--- config.mk ---
export PLATFORM = sky130hd
export DESIGN_NAME = ultrasonic_echo_ranger_core_flat
export DESIGN_NICKNAME = d
export VERILOG_FILES = /design/src/uer_pkg.sv /design/src/uer_tick_if.sv /design/src/uer_result_if.sv /design/src/ultrasonic_echo_ranger_core.sv /design/src/flat_wrapper.sv
export VERILOG_INCLUDE_DIRS = /design/src /design/src/src
export SDC_FILE = /design/constraint.sdc
export NUM_CORES = 1
export LEC_CHECK = 0
export BUFFER_PORTS_ARGS = -buffer_cell sky130_fd_sc_hd__buf_2
export CORE_ASPECT_RATIO = 1.4
export CORE_MARGIN = 2
export CORE_UTILIZATION = 62
export CTS_CLUSTER_DIAMETER = 50
export DETAILED_ROUTE_END_ITERATION = 12
export PLACE_DENSITY = 0.83
export SYNTH_ARGS = -nofsm -noshare
export SYNTH_HDL_FRONTEND = slang
export SYNTH_SLANG_ARGS = --single-unit
--- constraint.sdc ---
create_clock -name clk -period 9.1 [get_ports clk]
set_clock_uncertainty 0.05 [all_clocks]
set_input_delay 1.82 -clock clk [delete_from_list [all_inputs] [get_ports clk]]
set_output_delay 1.82 -clock clk [all_outputs]
set_load 0.1 [all_outputs]
--- src/ultrasonic_echo_ranger_core_defines.svh ---
// Assertion macros for the echo ranger core.
// Expects clk and rst_n in the scope of each use.
`ifndef ULTRASONIC_ECHO_RANGER_CORE_DEFINES_SVH
`define ULTRASONIC_ECHO_RANGER_CORE_DEFINES_SVH

// Same-cycle implication, disabled in reset.
`define UER_ASSERT_NOW(label, ante, cons, msg) \
    label: assert property (@(posedge clk) disable iff (!rst_n) (ante) |-> (cons)) \
        else $error(msg);

// Next-cycle implication, disabled in reset.
`define UER_ASSERT_NEXT(label, ante, cons, msg) \
    label: assert property (@(posedge clk) disable iff (!rst_n) (ante) |=> (cons)) \
        else $error(msg);

`endif

--- src/uer_pkg.sv ---
// Shared types and constants of the echo ranger core.
// No dependencies.
`default_nettype none

package uer_pkg;

    localparam int TRIG_W     = 16;
    localparam int TIME_W     = 24;
    localparam int SCALE_W    = 16;
    localparam int RAW_W      = 24;
    localparam int DIST_W     = 27;
    localparam int CFG_IDX_W  = 2;
    localparam int CFG_DATA_W = 24;

    localparam int COUNTER_BITS_DEFAULT = 24;

    localparam int DIST_SHIFT_IN  = 5;
    localparam int DIST_SHIFT_OUT = 8;

    localparam logic [TRIG_W-1:0]  TRIGGER_TICKS_RST = 16'd80;
    localparam logic [TIME_W-1:0]  HOLDOFF_TICKS_RST = 24'd12000;
    localparam logic [TIME_W-1:0]  TIMEOUT_TICKS_RST = 24'd296000;
    localparam logic [SCALE_W-1:0] SOUND_SCALE_RST   = 16'd2228;

    typedef enum logic [CFG_IDX_W-1:0] {
        CFG_TRIGGER_TICKS = 2'd0,
        CFG_HOLDOFF_TICKS = 2'd1,
        CFG_TIMEOUT_TICKS = 2'd2,
        CFG_SOUND_SCALE   = 2'd3
    } cfg_index_t;

    typedef enum logic [1:0] {
        PH_IDLE   = 2'd0,
        PH_TRIG   = 2'd1,
        PH_HOLD   = 2'd2,
        PH_LISTEN = 2'd3
    } phase_t;

endpackage

`default_nettype wire

--- src/uer_tick_if.sv ---
// Input channel of the echo ranger core: one timer tick per transfer.
// Depends on nothing.
`default_nettype none

interface uer_tick_if;
    logic valid;
    logic ready;
    logic kind;
    logic echo_level;

    modport source (output valid, output kind, output echo_level, input ready);
    modport sink   (input valid, input kind, input echo_level, output ready);
endinterface

`default_nettype wire

--- src/uer_result_if.sv ---
// Result channel of the echo ranger core: one result per tick.
// Widths from uer_pkg.
`default_nettype none

interface uer_result_if;
    logic                       valid;
    logic                       ready;
    logic                       trigger_drive;
    logic                       busy_res;
    logic                       done_res;
    logic                       timed_out;
    logic [uer_pkg::RAW_W-1:0]  raw_ticks;
    logic [uer_pkg::DIST_W-1:0] distance_q8;

    modport source (output valid, output trigger_drive, output busy_res, output done_res,
                    output timed_out, output raw_ticks, output distance_q8, input ready);
    modport sink   (input valid, input trigger_drive, input busy_res, input done_res,
                    input timed_out, input raw_ticks, input distance_q8, output ready);
endinterface

`default_nettype wire

--- src/ultrasonic_echo_ranger_core.sv ---
// Echo ranger core: result valid is registered and rises in the cycle after a tick transfer.
// Throughput one tick per cycle; a tick is taken while the result register
// is empty or its result leaves in the same cycle.
// The distance multiply (19 x 16 bits) sits between the count register and
// the result register. Reset clears phase, counter, echo history and result
// valid, and loads the register reset values.
`default_nettype none
`include "ultrasonic_echo_ranger_core_defines.svh"

module ultrasonic_echo_ranger_core #(
    parameter int COUNTER_BITS = uer_pkg::COUNTER_BITS_DEFAULT
) (
    input  wire logic                             clk,
    input  wire logic                             rst_n,
    uer_tick_if.sink                              tick,
    uer_result_if.source                          result,
    input  wire logic                             cfg_wr_en,
    input  wire logic [uer_pkg::CFG_IDX_W-1:0]    cfg_index,
    input  wire logic [uer_pkg::CFG_DATA_W-1:0]   cfg_data
);

    localparam int CMP_W  = (COUNTER_BITS > uer_pkg::RAW_W) ? COUNTER_BITS : uer_pkg::RAW_W;
    localparam int SHR_W  = uer_pkg::RAW_W - uer_pkg::DIST_SHIFT_IN;
    localparam int PROD_W = SHR_W + uer_pkg::SCALE_W;

    localparam logic [COUNTER_BITS-1:0] CNT_MAX     = {COUNTER_BITS{1'b1}};
    localparam logic [CMP_W-1:0]        CNT_MAX_EXT = CMP_W'(CNT_MAX);

    function automatic logic [CMP_W-1:0] clamp_lim(input logic [CMP_W-1:0] v);
        return (v > CNT_MAX_EXT) ? CNT_MAX_EXT : v;
    endfunction

    logic [uer_pkg::TRIG_W-1:0]  trigger_ticks_reg;
    logic [uer_pkg::TIME_W-1:0]  holdoff_ticks_reg;
    logic [uer_pkg::TIME_W-1:0]  timeout_ticks_reg;
    logic [uer_pkg::SCALE_W-1:0] sound_scale_reg;

    uer_pkg::phase_t             phase_reg, phase_next;
    logic [COUNTER_BITS-1:0]     phase_count_reg, phase_count_next;
    logic                        prev_echo_reg;

    logic                        result_valid_reg;
    logic                        trigger_drive_reg, trigger_drive_next;
    logic                        busy_res_reg, busy_res_next;
    logic                        done_res_reg, done_res_next;
    logic                        timed_out_reg, timed_out_next;
    logic [uer_pkg::RAW_W-1:0]   raw_ticks_reg, raw_ticks_next;
    logic [uer_pkg::DIST_W-1:0]  distance_q8_reg, distance_q8_next;

    logic                        tick_fire;
    uer_pkg::phase_t             eff_phase;
    logic [COUNTER_BITS-1:0]     eff_count;
    logic [COUNTER_BITS-1:0]     bumped;
    logic [CMP_W-1:0]            bumped_ext;
    logic [CMP_W-1:0]            trig_lim, hold_lim, tmo_lim;
    logic                        trig_end, hold_end, echo_fall, listen_tmo;
    logic [CMP_W-1:0]            count_ext;
    logic [uer_pkg::RAW_W-1:0]   raw_now;
    logic [PROD_W-1:0]           product;

    assign tick.ready = !result_valid_reg || result.ready;
    assign tick_fire  = tick.valid && tick.ready;

    // Config registers
    always_ff @(posedge clk or negedge rst_n)
    begin
        if (!rst_n)
        begin
            trigger_ticks_reg <= uer_pkg::TRIGGER_TICKS_RST;
            holdoff_ticks_reg <= uer_pkg::HOLDOFF_TICKS_RST;
            timeout_ticks_reg <= uer_pkg::TIMEOUT_TICKS_RST;
            sound_scale_reg   <= uer_pkg::SOUND_SCALE_RST;
        end
        else if (cfg_wr_en)
        begin
            unique case (cfg_index)
                uer_pkg::CFG_TRIGGER_TICKS: trigger_ticks_reg <= cfg_data[uer_pkg::TRIG_W-1:0];
                uer_pkg::CFG_HOLDOFF_TICKS: holdoff_ticks_reg <= cfg_data[uer_pkg::TIME_W-1:0];
                uer_pkg::CFG_TIMEOUT_TICKS: timeout_ticks_reg <= cfg_data[uer_pkg::TIME_W-1:0];
                uer_pkg::CFG_SOUND_SCALE:   sound_scale_reg   <= cfg_data[uer_pkg::SCALE_W-1:0];
                default:                    sound_scale_reg   <= sound_scale_reg;
            endcase
        end
    end

    // Phase decode and end conditions
    always_comb
    begin
        eff_phase = phase_reg;
        eff_count = phase_count_reg;
        if (phase_reg == uer_pkg::PH_IDLE && tick.kind)
        begin
            eff_phase = uer_pkg::PH_TRIG;
            eff_count = '0;
        end
        bumped     = (eff_count == CNT_MAX) ? eff_count : eff_count + 1'b1;
        bumped_ext = CMP_W'(bumped);

        trig_lim = clamp_lim(CMP_W'((trigger_ticks_reg == '0) ? uer_pkg::TRIG_W'(1)
                                                              : trigger_ticks_reg));
        hold_lim = clamp_lim(CMP_W'(holdoff_ticks_reg));
        tmo_lim  = clamp_lim(CMP_W'((timeout_ticks_reg == '0) ? uer_pkg::TIME_W'(1)
                                                              : timeout_ticks_reg));

        trig_end   = bumped_ext >= trig_lim;
        hold_end   = bumped_ext >= hold_lim;
        echo_fall  = prev_echo_reg && !tick.echo_level;
        listen_tmo = !echo_fall && (bumped_ext >= tmo_lim);
    end

    // Next state
    always_comb
    begin
        phase_next       = eff_phase;
        phase_count_next = eff_count;
        unique case (eff_phase)
            uer_pkg::PH_IDLE:
            begin
                phase_next = uer_pkg::PH_IDLE;
            end
            uer_pkg::PH_TRIG:
            begin
                phase_count_next = bumped;
                if (trig_end)
                begin
                    phase_count_next = '0;
                    phase_next = (holdoff_ticks_reg == '0) ? uer_pkg::PH_LISTEN
                                                           : uer_pkg::PH_HOLD;
                end
            end
            uer_pkg::PH_HOLD:
            begin
                phase_count_next = bumped;
                if (hold_end)
                begin
                    phase_count_next = '0;
                    phase_next       = uer_pkg::PH_LISTEN;
                end
            end
            uer_pkg::PH_LISTEN:
            begin
                phase_count_next = bumped;
                if (echo_fall || listen_tmo)
                begin
                    phase_count_next = '0;
                    phase_next       = uer_pkg::PH_IDLE;
                end
            end
            default:
            begin
                phase_next = uer_pkg::PH_IDLE;
            end
        endcase
    end

    // Distance from the held count
    assign count_ext = CMP_W'(phase_count_reg);
    assign raw_now   = count_ext[uer_pkg::RAW_W-1:0];
    assign product   = PROD_W'(raw_now[uer_pkg::RAW_W-1:uer_pkg::DIST_SHIFT_IN])
                     * PROD_W'(sound_scale_reg);

    // Result fields
    always_comb
    begin
        trigger_drive_next = (eff_phase == uer_pkg::PH_TRIG);
        busy_res_next      = (phase_next != uer_pkg::PH_IDLE);
        done_res_next      = 1'b0;
        timed_out_next     = 1'b0;
        raw_ticks_next     = '0;
        distance_q8_next   = '0;
        if (eff_phase == uer_pkg::PH_LISTEN)
        begin
            if (echo_fall)
            begin
                done_res_next    = 1'b1;
                raw_ticks_next   = raw_now;
                distance_q8_next = product[uer_pkg::DIST_SHIFT_OUT +: uer_pkg::DIST_W];
            end
            else if (listen_tmo)
            begin
                done_res_next  = 1'b1;
                timed_out_next = 1'b1;
            end
        end
    end

    // Measurement state
    always_ff @(posedge clk or negedge rst_n)
    begin
        if (!rst_n)
        begin
            phase_reg       <= uer_pkg::PH_IDLE;
            phase_count_reg <= '0;
            prev_echo_reg   <= 1'b0;
        end
        else if (tick_fire)
        begin
            phase_reg       <= phase_next;
            phase_count_reg <= phase_count_next;
            prev_echo_reg   <= tick.echo_level;
        end
    end

    // Result register
    always_ff @(posedge clk or negedge rst_n)
    begin
        if (!rst_n)
        begin
            result_valid_reg <= 1'b0;
        end
        else if (tick_fire)
        begin
            result_valid_reg <= 1'b1;
        end
        else if (result.ready)
        begin
            result_valid_reg <= 1'b0;
        end
    end

    always_ff @(posedge clk)
    begin
        if (tick_fire)
        begin
            trigger_drive_reg <= trigger_drive_next;
            busy_res_reg      <= busy_res_next;
            done_res_reg      <= done_res_next;
            timed_out_reg     <= timed_out_next;
            raw_ticks_reg     <= raw_ticks_next;
            distance_q8_reg   <= distance_q8_next;
        end
    end

    assign result.valid         = result_valid_reg;
    assign result.trigger_drive = trigger_drive_reg;
    assign result.busy_res      = busy_res_reg;
    assign result.done_res      = done_res_reg;
    assign result.timed_out     = timed_out_reg;
    assign result.raw_ticks     = raw_ticks_reg;
    assign result.distance_q8   = distance_q8_reg;

    `UER_ASSERT_NOW(a_idle_count_zero, phase_reg == uer_pkg::PH_IDLE, phase_count_reg == '0, "count not cleared in idle")
    `UER_ASSERT_NOW(a_trig_busy, result_valid_reg && trigger_drive_reg, busy_res_reg, "trigger without busy")
    `UER_ASSERT_NOW(a_done_not_busy, result_valid_reg && done_res_reg, !busy_res_reg, "done while busy")
    `UER_ASSERT_NOW(a_tmo_zero, result_valid_reg && timed_out_reg, done_res_reg && raw_ticks_reg == '0 && distance_q8_reg == '0, "timeout result not zero")
    `UER_ASSERT_NEXT(a_idle_stays, tick_fire && phase_reg == uer_pkg::PH_IDLE && !tick.kind, phase_reg == uer_pkg::PH_IDLE, "left idle without start")

endmodule

`default_nettype wire
--- src/flat_wrapper.sv ---
// flat-port wrapper written by rule: the top's interface ports become plain ports
module ultrasonic_echo_ranger_core_flat 
#(
    parameter int COUNTER_BITS = uer_pkg::COUNTER_BITS_DEFAULT
)
  (clk, rst_n, cfg_wr_en, cfg_index, cfg_data, tick_valid, tick_kind, tick_echo_level, tick_ready, result_valid, result_trigger_drive, result_busy_res, result_done_res, result_timed_out, result_raw_ticks, result_distance_q8, result_ready);
  uer_tick_if tick_i ();
  uer_result_if result_i ();
  input  wire logic clk;
  input  wire logic rst_n;
  input  wire logic cfg_wr_en;
  input  wire logic [uer_pkg::CFG_IDX_W-1:0] cfg_index;
  input  wire logic [uer_pkg::CFG_DATA_W-1:0] cfg_data;
  input wire logic [$bits(tick_i.valid)-1:0] tick_valid;
  input wire logic [$bits(tick_i.kind)-1:0] tick_kind;
  input wire logic [$bits(tick_i.echo_level)-1:0] tick_echo_level;
  output wire logic [$bits(tick_i.ready)-1:0] tick_ready;
  output wire logic [$bits(result_i.valid)-1:0] result_valid;
  output wire logic [$bits(result_i.trigger_drive)-1:0] result_trigger_drive;
  output wire logic [$bits(result_i.busy_res)-1:0] result_busy_res;
  output wire logic [$bits(result_i.done_res)-1:0] result_done_res;
  output wire logic [$bits(result_i.timed_out)-1:0] result_timed_out;
  output wire logic [$bits(result_i.raw_ticks)-1:0] result_raw_ticks;
  output wire logic [$bits(result_i.distance_q8)-1:0] result_distance_q8;
  input wire logic [$bits(result_i.ready)-1:0] result_ready;
  assign tick_i.valid = tick_valid;
  assign tick_i.kind = tick_kind;
  assign tick_i.echo_level = tick_echo_level;
  assign tick_ready = tick_i.ready;
  assign result_valid = result_i.valid;
  assign result_trigger_drive = result_i.trigger_drive;
  assign result_busy_res = result_i.busy_res;
  assign result_done_res = result_i.done_res;
  assign result_timed_out = result_i.timed_out;
  assign result_raw_ticks = result_i.raw_ticks;
  assign result_distance_q8 = result_i.distance_q8;
  assign result_i.ready = result_ready;
  ultrasonic_echo_ranger_core #(.COUNTER_BITS(COUNTER_BITS)) u_core (.clk(clk), .rst_n(rst_n), .tick(tick_i), .result(result_i), .cfg_wr_en(cfg_wr_en), .cfg_index(cfg_index), .cfg_data(cfg_data));
endmodule
==> flow_metrics.env <==
export IMPL_cts_resized=0
export IMPL_htree_levels=4
export IMPL_fp_row_count=74
export IMPL_initial_core_util_pct=62.9
export IMPL_antenna_found_initial=0
export IMPL_grt_max_degree=68
export IMPL_grt_pass1_vias=14475
export IMPL_worst_setup_path_end_kind="flop"
export IMPL_hold_end="u_core.count_ext[21]"
export IMPL_drtAntennaViolNets=0
export IMPL_first_pass_iters=6
export IMPL_slew_viol_final=0
export IMPL_largest_reg_flops=27
export IMPL_netlist_area_leader_share_pct=25.7
export IMPL_cts_root_buffer="clkbuf_16"
export IMPL_wl_mm=44.4
export IMPL_yosysSeqAreaShare_pct=23.9
export IMPL_leakagePower_uw=0.00960
export IMPL_synthArstFlopShare_pct=66.3
export IMPL_critical_path_startpoint_type="flop"
export IMPL_syn_inst=1881
export IMPL_postCtsHoldBufs=0
export IMPL_min_from="u_core.count_ext[21]"
export IMPL_dp_hpwl_mm=33.8
export IMPL_grt_pass1_wl_mm=72.3
export IMPL_design_power_total_uw=2600
export IMPL_tightest_slew_ns=1.22
export IMPL_yosysTopAreaCell="fa_1"
export IMPL_drt_wirelength_per_cell_um=19.3
export IMPL_vias=13525
export IMPL_rsz0062_at_grt="false"
export IMPL_critPathKind="flop to flop"
export IMPL_cts_tree="done"
export IMPL_r2r_cells=19
export IMPL_cts_sinks=163
export IMPL_status="complete, no violations"
export IMPL_setup_viol=0
export IMPL_die_y_um=207
export IMPL_cp_slowest_cell="dfrtp_1"
export IMPL_synth_cell_types=67
export IMPL_avgSynthCellArea_um2=9.72
export IMPL_synth_enable_flop_cells=55
export IMPL_synth_seq_cells=163
export IMPL_post_cts_buffers=0
export IMPL_cpMostUsedCell="fa_1"
export IMPL_timing_final_hold_violations=0
export IMPL_area_growth_synth_to_final_pct=6.54
export IMPL_overflow=0
export IMPL_max_slew_margin_pct=18.8
export IMPL_io_buffers=89
export IMPL_grt_util_all_layers_pct=30.3
export IMPL_yosysMostFrequentCell="inv_1"
export IMPL_yosys_warnings=0
export IMPL_clockBufferDepth=2
export IMPL_ios=90
export IMPL_fin_cells=2293
export IMPL_clk_pin_slew_worst_paths_ns=0.07
export IMPL_vias_per_cell=5.90
export IMPL_max_freq_mhz=141
export IMPL_cp_slowest_stage_delay_ns=0.93
export IMPL_hold_path_class="flop to flop"
export IMPL_hold_depth=2
export IMPL_synthesis_nets=2318
export IMPL_cp_cell_sequence="nand2_1 > fa_1 > fa_1 > inv_1 > fa_1 > fa_1 > fa_1 > inv_1 > fa_1 > inv_1 > ha_1 > a211oi_1 > nor2_1 > o31ai_1 > o21bai_1 > nand3_1 > a21oi_1 > o31ai_1 > mux2i_1"
export IMPL_cts_buffers=17
export IMPL_crit_fanout=26
export IMPL_synthTopCellsByCount="inv_1 (322), fa_1 (235), nand2_1 (220), ha_1 (169), and2_1 (162)"
export IMPL_cp_required_ns=9.25
export IMPL_fin_tns_setup_ns=0
export IMPL_antennaDiodeCount=0
export IMPL_drc=0
export IMPL_place_congestion=0.930
export IMPL_r2r_end="u_core.result.distance_q8[25]"
export IMPL_path_buf_inv=3
export IMPL_crit_family="adder cells"
export IMPL_fin_util_pct=67.0
export IMPL_power_density_nw_per_um2=133
export IMPL_period_share_pct=78.0
export IMPL_clk_latency_ns=0.46
export IMPL_dr_first_iter_drc_count=1121
export IMPL_synthesis_area_um2=18300
export IMPL_place_inst=2261
export IMPL_max_cap_viol_count=0
export IMPL_vdd_drop_max_uv=157
export IMPL_die_area_um2=30900
export IMPL_final_cell_area_um2=19500
export IMPL_finalCriticalPeriod_ns=7.10
export IMPL_die_w_um=149
export IMPL_synth_area_leaders="fa_1 (26%), dfrtp_1 (12%), ha_1 (12%)"
export IMPL_arrival_ns=7.25
export IMPL_reg2reg_slack_ns=2.00
export IMPL_synthFlopType="dfrtp_1"
export IMPL_nets=2337
export IMPL_dpl_cell_area_um2=18900
export IMPL_core_um2=29100
export IMPL_drive_gt1_share_pct=13.4
export IMPL_r2r_start="u_core.count_ext[16]"
report_power, final:
group / internal [uW] / switching (uW)
combinational: 298 / 524
sequential: 866 / 187
clock: 396 / 330
how the worst max path moves through the flow:
| stage | start | to | slack, ns | cells past startpoint |
|---|---|---|---|---|
| 2_1_floorplan | u_core.count_ext[16] | u_core.result.distance_q8[26] | 2.64 | 22 |
| 3_3_place_gp | u_core.count_ext[10] | u_core.result.distance_q8[26] | 2.18 | 19 |
| 3_5_place_dp | u_core.count_ext[18] | u_core.result.distance_q8[26] | 2.04 | 19 |
| 4_1_cts | u_core.count_ext[18] | u_core.result.distance_q8[26] | 2.02 | 19 |
| 5_1_grt | u_core.count_ext[16] | u_core.result.distance_q8[26] | 1.46 | 19 |
| 6_report | u_core.count_ext[16] | u_core.result.distance_q8[25] | 2.00 | 19 |
cells by family (layout without fill, tap and decap cells):
kind of cell               count (synthesis)  after routing  share of synthesized area, %
and+or+nand+nor                          588            588                          16.3
buffers and inverters                    422            454                          8.83
adders and majority gates                404            404                          37.3
AOI/OAI and AO/OA                        191            191                          7.26
DFF                                      163            163                          23.9
muxes                                     74             74                          4.50
xor gates and xnor gates                  39             39                          1.87
through the flow:
step / setup slack (ns) / hold WS [ns]
final: 2.00 / 0.444
after detailed placement: 2.04 / 0.433
after CTS: 2.02 / 0.447
after floorplan: 2.64 / 0.397
after global placement: 2.18 / 0.412
after global routing: 1.46 / 0.469
metal layers:
metal,track usage [%],wire (um),vias up
met4,16.4,2480,0
met1,35.8,16400,6752
met2,53.0,22900,556
met3,4.19,2560,183
met5,0,0,-
li1,-,-,6034
cell type report:
cell class,count,area [um^2]
multi-input combinational,1296,12300
tap,380,475
clock inverter,13,124
inverter,322,1210
sequential,163,4380
fill,2232,9590
timing repair buffer,100,531
clock buffer,19,454
worst register-to-register path: cells and delay by family, from the launching register on:
family | cells | cell delay, ns
and+or+nand+nor | 3 | 0.63
buffers and inverters | 3 | 0.16
AOI/OAI and AO/OA | 5 | 1.49
muxes | 1 | 0.11
DFF | 1 | 0.93
adders and majority gates | 7 | 3.48
cell usage in the layout (no fill, tap or decap), drive strengths merged, types with 20 or more instances in the layout:
cell type and instances:
mux2 66, dfrtp 90, nor3 39, a21o 22, and2 162, nand2 220, a21oi 67, inv 326
o21ai 37, edfxtp 55, xnor2 20, nor2 70, fa 235, ha 169, nand4 24, buf 100
(Power assumes the default switching activity.)
